==> config.mk <==
export PLATFORM = sky130hd
export DESIGN_NAME = tct_ctrl
export DESIGN_NICKNAME = d
export VERILOG_FILES = /design/src/rtl/tct_pkg.sv /design/src/rtl/tct_ctrl.sv
export SDC_FILE = /design/constraint.sdc
export NUM_CORES = 1
export LEC_CHECK = 0
export BUFFER_PORTS_ARGS = -buffer_cell sky130_fd_sc_hd__buf_2
export CELL_PAD_IN_SITES_DETAIL_PLACEMENT = 0
export CELL_PAD_IN_SITES_GLOBAL_PLACEMENT = 1
export CORE_AREA = 2 2 39 41
export CTS_CLUSTER_DIAMETER = 150
export DETAILED_ROUTE_END_ITERATION = 8
export DIE_AREA = 0 0 41 43
export GPL_TIMING_DRIVEN = 0
export PLACE_DENSITY = 0.7
export SETUP_SLACK_MARGIN = 0.02
export SLEW_MARGIN = 15
export SYNTH_ARGS = -nofsm -noshare
export SYNTH_HDL_FRONTEND = slang
export SYNTH_SLANG_ARGS = --single-unit
==> constraint.sdc <==
create_clock -name clk_i -period 3.3 [get_ports clk_i]
set_input_delay 0.33 -clock clk_i [delete_from_list [all_inputs] [get_ports clk_i]]
set_output_delay 0.33 -clock clk_i [all_outputs]
set_load 0.03 [all_outputs]
==> src/rtl/tct_pkg.sv <==
package tct_pkg;

  localparam int unsigned TableSize = 1024;
  localparam int unsigned SlotW = $clog2(TableSize);
  localparam int unsigned SlotCntW = SlotW + 1;
  localparam logic [31:0] FnvBasis = 32'h811C9DC5;
  localparam logic [31:0] FnvPrime = 32'h01000193;

  localparam logic [2:0] OutNotTcp = 3'd0;
  localparam logic [2:0] OutMatchActive = 3'd1;
  localparam logic [2:0] OutCreated = 3'd2;
  localparam logic [2:0] OutMatchClosed = 3'd3;
  localparam logic [2:0] OutFull = 3'd4;

  localparam logic [1:0] DirNone = 2'd0;
  localparam logic [1:0] DirFwd = 2'd1;
  localparam logic [1:0] DirRev = 2'd2;

  typedef struct packed {
    logic [31:0] source_address;
    logic [31:0] dest_address;
    logic [15:0] source_port;
    logic [15:0] dest_port;
    logic        is_tcp;
    logic        fin_flag;
    logic        rst_flag;
    logic [31:0] time_sec;
    logic [19:0] time_usec;
  } pkt_t;

  typedef struct packed {
    logic [2:0]  outcome;
    logic [9:0]  slot;
    logic [1:0]  direction;
    logic        closed;
    logic [31:0] closed_out_count;
    logic [31:0] closed_in_count;
    logic [41:0] elapsed_ms;
  } res_t;

  // table entry, stored in one memory word
  typedef struct packed {
    logic        active;
    logic [31:0] src_addr;
    logic [31:0] dst_addr;
    logic [15:0] sport;
    logic [15:0] dport;
    logic [31:0] start_sec;
    logic [19:0] start_usec;
    logic [31:0] out_count;
    logic [31:0] in_count;
  } entry_t;

  // controller -> datapath
  typedef struct packed {
    logic load;       // capture packet beat
    logic hash_step;  // one FNV byte
    logic rd;         // issue table read at hash slot
    logic chk;        // evaluate read data
    logic clr_wr;     // clearing pass write
    logic fin_prep;   // compute duration parts
    logic fin_mul;    // duration multiply stage
    logic commit;     // write back and form result
    logic emit;       // drive result strobe
  } cmd_t;

  // datapath -> controller
  typedef struct packed {
    logic is_tcp;
    logic hash_last;
    logic found;
    logic probe_end;
    logic clr_last;
  } sts_t;

  // byte feed order for the hash, index 0..11
  function automatic logic [7:0] hash_byte(logic [31:0] a, logic [31:0] b,
                                           logic [15:0] c, logic [15:0] d,
                                           logic [3:0] idx);
    logic [7:0] r;
    r = '0;
    unique case (idx)
      4'd0: r = a[31:24];
      4'd1: r = a[23:16];
      4'd2: r = a[15:8];
      4'd3: r = a[7:0];
      4'd4: r = b[31:24];
      4'd5: r = b[23:16];
      4'd6: r = b[15:8];
      4'd7: r = b[7:0];
      4'd8: r = c[7:0];
      4'd9: r = c[15:8];
      4'd10: r = d[7:0];
      4'd11: r = d[15:8];
      default: r = '0;
    endcase
    return r;
  endfunction

endpackage

==> src/rtl/tct_ctrl.sv <==
module tct_ctrl (
  input  logic          clk_i,
  input  logic          rst_ni,
  input  logic          start,
  output logic          busy,
  input  tct_pkg::sts_t sts_i,
  output tct_pkg::cmd_t cmd_o
);

  localparam logic [3:0] StClear = 4'd0;
  localparam logic [3:0] StIdle  = 4'd1;
  localparam logic [3:0] StHash  = 4'd2;
  localparam logic [3:0] StRead  = 4'd3;
  localparam logic [3:0] StWait  = 4'd4;
  localparam logic [3:0] StChk   = 4'd5;
  localparam logic [3:0] StPrep  = 4'd6;
  localparam logic [3:0] StMul   = 4'd7;
  localparam logic [3:0] StCommit = 4'd8;
  localparam logic [3:0] StEmit  = 4'd9;

  logic [3:0] state_q, state_d;

  always_ff @(posedge clk_i or negedge rst_ni) begin
    if (!rst_ni) begin
      state_q <= StClear;
    end else begin
      state_q <= state_d;
    end
  end

  // next state and commands
  always_comb begin
    state_d = state_q;
    cmd_o = '0;
    busy = 1'b1;
    unique case (state_q)
      StClear: begin
        cmd_o.clr_wr = 1'b1;
        if (sts_i.clr_last) state_d = StIdle;
      end
      StIdle: begin
        busy = 1'b0;
        if (start) begin
          cmd_o.load = 1'b1;
          state_d = StHash;
        end
      end
      StHash: begin
        if (!sts_i.is_tcp) begin
          state_d = StEmit;
        end else begin
          cmd_o.hash_step = 1'b1;
          if (sts_i.hash_last) state_d = StRead;
        end
      end
      StRead: begin
        cmd_o.rd = 1'b1;
        state_d = StWait;
      end
      StWait: state_d = StChk;
      StChk: begin
        cmd_o.chk = 1'b1;
        if (sts_i.found || sts_i.probe_end) state_d = StPrep;
        else state_d = StWait;
      end
      StPrep: begin
        cmd_o.fin_prep = 1'b1;
        state_d = StMul;
      end
      StMul: begin
        cmd_o.fin_mul = 1'b1;
        state_d = StCommit;
      end
      StCommit: begin
        cmd_o.commit = 1'b1;
        state_d = StEmit;
      end
      StEmit: begin
        cmd_o.emit = 1'b1;
        state_d = StIdle;
      end
      default: state_d = StIdle;
    endcase
  end

endmodule

==> impl_metrics.toml <==
[logic_synthesis]
synth_nets = 45
synth_top_family_by_area = "simple AND/OR/NAND/NOR gates"
synth_area_leaders = "dfrtp_1, nor2b_1, buf_2, nor3_1, nor2_1"
yosys_warnings = 0
yosysTopAreaCell = "dfrtp_1"
synth_top_area_share_pct = 32.8
synth-compound-area-share_pct = 17.2
synthArstFlopShare_pct = 100
netlist_area_um2 = 305
synth-edff-count = 0
yosys.area_share.simple_pct = 42.2
ys_ff_latch = 4
synth_xor_area_share_pct = 2.87
syn_area_per_cell_um2 = 8.25
ys_seq_area_share_pct = 32.8
netlist_instances = 37
yosysUniqueCellTypes = 20
synthAdderAreaFrac_pct = 0
synthMuxAreaShare_pct = 0
synth_flop_cell = "dfrtp_1"

[cells_and_area]
largest-register = "state_q"
diodes = 0
finalNetCount = 68
largest_reg_flops = 4
postLayoutCoreUtil_pct = 32.0
final_cell_mix = "buf_2, nor2_1, nor2b_1, dfrtp_1"
largestRegisters = "state_q (4)"
fin_area_um2 = 443
drive_gt1_share_pct = 39.7
final_common_cell = "buf_2"
syn_to_final_growth_pct = 45.1

[global_routing]
track_usage_pct = 10.5
grt_max_degree = 11
overflow = 0
antenna_found_initial = 0
first_global_vias = 291
grt_pass1_wl_um = 1190

[clock_network]
numCtsBuffers = 3
htree_levels = 1
cts_sinks = 4
clk_pin_slew_ns = 0.04
clock_latency_ns = 0.24
cts-resized-gates = 0
clockBufferDepth = 2
cts_tree = "done"
ctsRootBufferMaster = "clkbuf_4"

[timing]
finalCritPeriodShare_pct = 52.6
setup_violations = 0
worst_pin_slew_ns = 0.292
period_minus_slack_ns = 1.73
timing.fmax_mhz = 577
slew_headroom_pct = 80.3
rsz0062_at_grt = "false"
hold_violations = 0
maxSlewViolCount = 0
setup_tns_ns = 0
finalClockSkew_ns = 0.00319

[critical_path]
worstPathArrival_ns = 1.40
worst_setup_path_end_kind = "primary output"
crit_type = "reg -> out"
required_ns = 2.97
critPathMaxFanout = 9
cp-start-kind = "register"

[place]
place_area_um2 = 410
io_buffers = 17
gp_congestion = 0.689
post-dp-hpwl_um = 572

[floorplanning]
std_cell_rows = 14
start_util_pct = 22.1
ioPinCount = 18
die_w_um = 41
coreArea_mm2 = 0.00138
die_h_um = 43
dieArea_mm2 = 0.00176

[min_path]
hp-class = "in -> reg"

[routing]
routed_wl_um = 753
drc_errors = 0
drt_iter0_markers = 2
vias = 345
routedWlPerCell_um = 10.2
ant_nets = 0
via_per_inst = 4.66
firstDrtPassIters = 4

[power_and_ir_drop]
clockPowerShare_pct = 14.0
p_leak_nw = 0.238
p_int_w = 0.000221
power_density_mw_per_mm2 = 1020
p_comb_share_pct = 66.5
switching_share_pct = 51.0
ir_drop_mv = 0.321
p_seq_share_pct = 19.5
p_sw_w = 0.000230
total_power_w = 0.000451

[run]
max_cap_violations = 0

[outcome]
status = "finished, final reports clean"
## critical path, stage by stage, from the launching register on
cell	delay [ns]
dfrtp_1	0.30
buf_2	0.18
nor2b_1	0.30
and3b_1	0.19
buf_2	0.19
## per-layer routing
layer | vias up | share of wire (%) | global-route usage, %
met5 | - | 0 | 0
met1 | 157 | 48 | 12.7
met4 | 0 | 0 | 8.00
met2 | 12 | 45 | 13.8
li1 | 176 | - | -
met3 | 0 | 7.4 | 4.71
## worst paths after layout
check | cells after the start | end | slack, ns | startpoint
max | 4 | cmd_o[0] | 1.57 | state_q[0]$_DFFE_PN0P_
max in group asynchronous | 2 | state_q[3]$_DFFE_PN0P_ | 2.76 | rst_ni
max reg2reg | 3 | state_q[1]$_DFFE_PN0P_ | 2.08 | state_q[2]$_DFFE_PN0P_
min | 2 | state_q[0]$_DFFE_PN0P_ | 0.31 | start
min reg2reg | 2 | state_q[2]$_DFFE_PN0P_ | 0.60 | state_q[3]$_DFFE_PN0P_
min in group asynchronous | 2 | state_q[0]$_DFFE_PN0P_ | 0.42 | rst_ni
## cells in the mapped netlist, types with 2 or more instances
cell type / count
and3_1: 2
buf_2: 3
dfrtp_1: 4
nand2_1: 2
nand2b_1: 2
nor2_1: 4
nor2b_1: 4
nor3_1: 3
o21bai_1: 2
## layout make-up
type / instances / area, um2
repair buffers: 18 / 95.1
flip-flops and latches: 4 / 100
fillers: 151 / 941
well taps: 16 / 20.0
plain buffers: 3 / 15.0
multi-input cells: 30 / 190
clock buffers: 3 / 22.5
## logic make-up after synthesis
kind of cell	after synthesis
flops	4
compound gates	7
buf+inv	3
xor+xnor	1
simple gates	22
## power groups by stage
stage                     Combinational (W)  Sequential [W]  Clock [W]
after detailed placement           0.000300       0.0000892          0
after CTS                          0.000302       0.0000885  0.0000649
after global placement             0.000301       0.0000889          0
final                              0.000300       0.0000882  0.0000631
after floorplan                    0.000234       0.0000842          0
after global routing               0.000333       0.0000911  0.0000687
## through the flow
stage	worst slack (ns)	instances	hold slack, ns
final	1.57	74	0.308
after global routing	1.42	74	0.326
after CTS	1.56	74	0.299
after detailed placement	1.82	70	0.138
after global placement	1.81	70	0.136
after floorplan	1.34	37	0.0344
## repair_timing
item	CTS	global route
endpoints found under the hold margin	4	0
hold buffers	1	0
buffers inserted	0	0
Note: power is estimated with default switching activity, not from simulation.
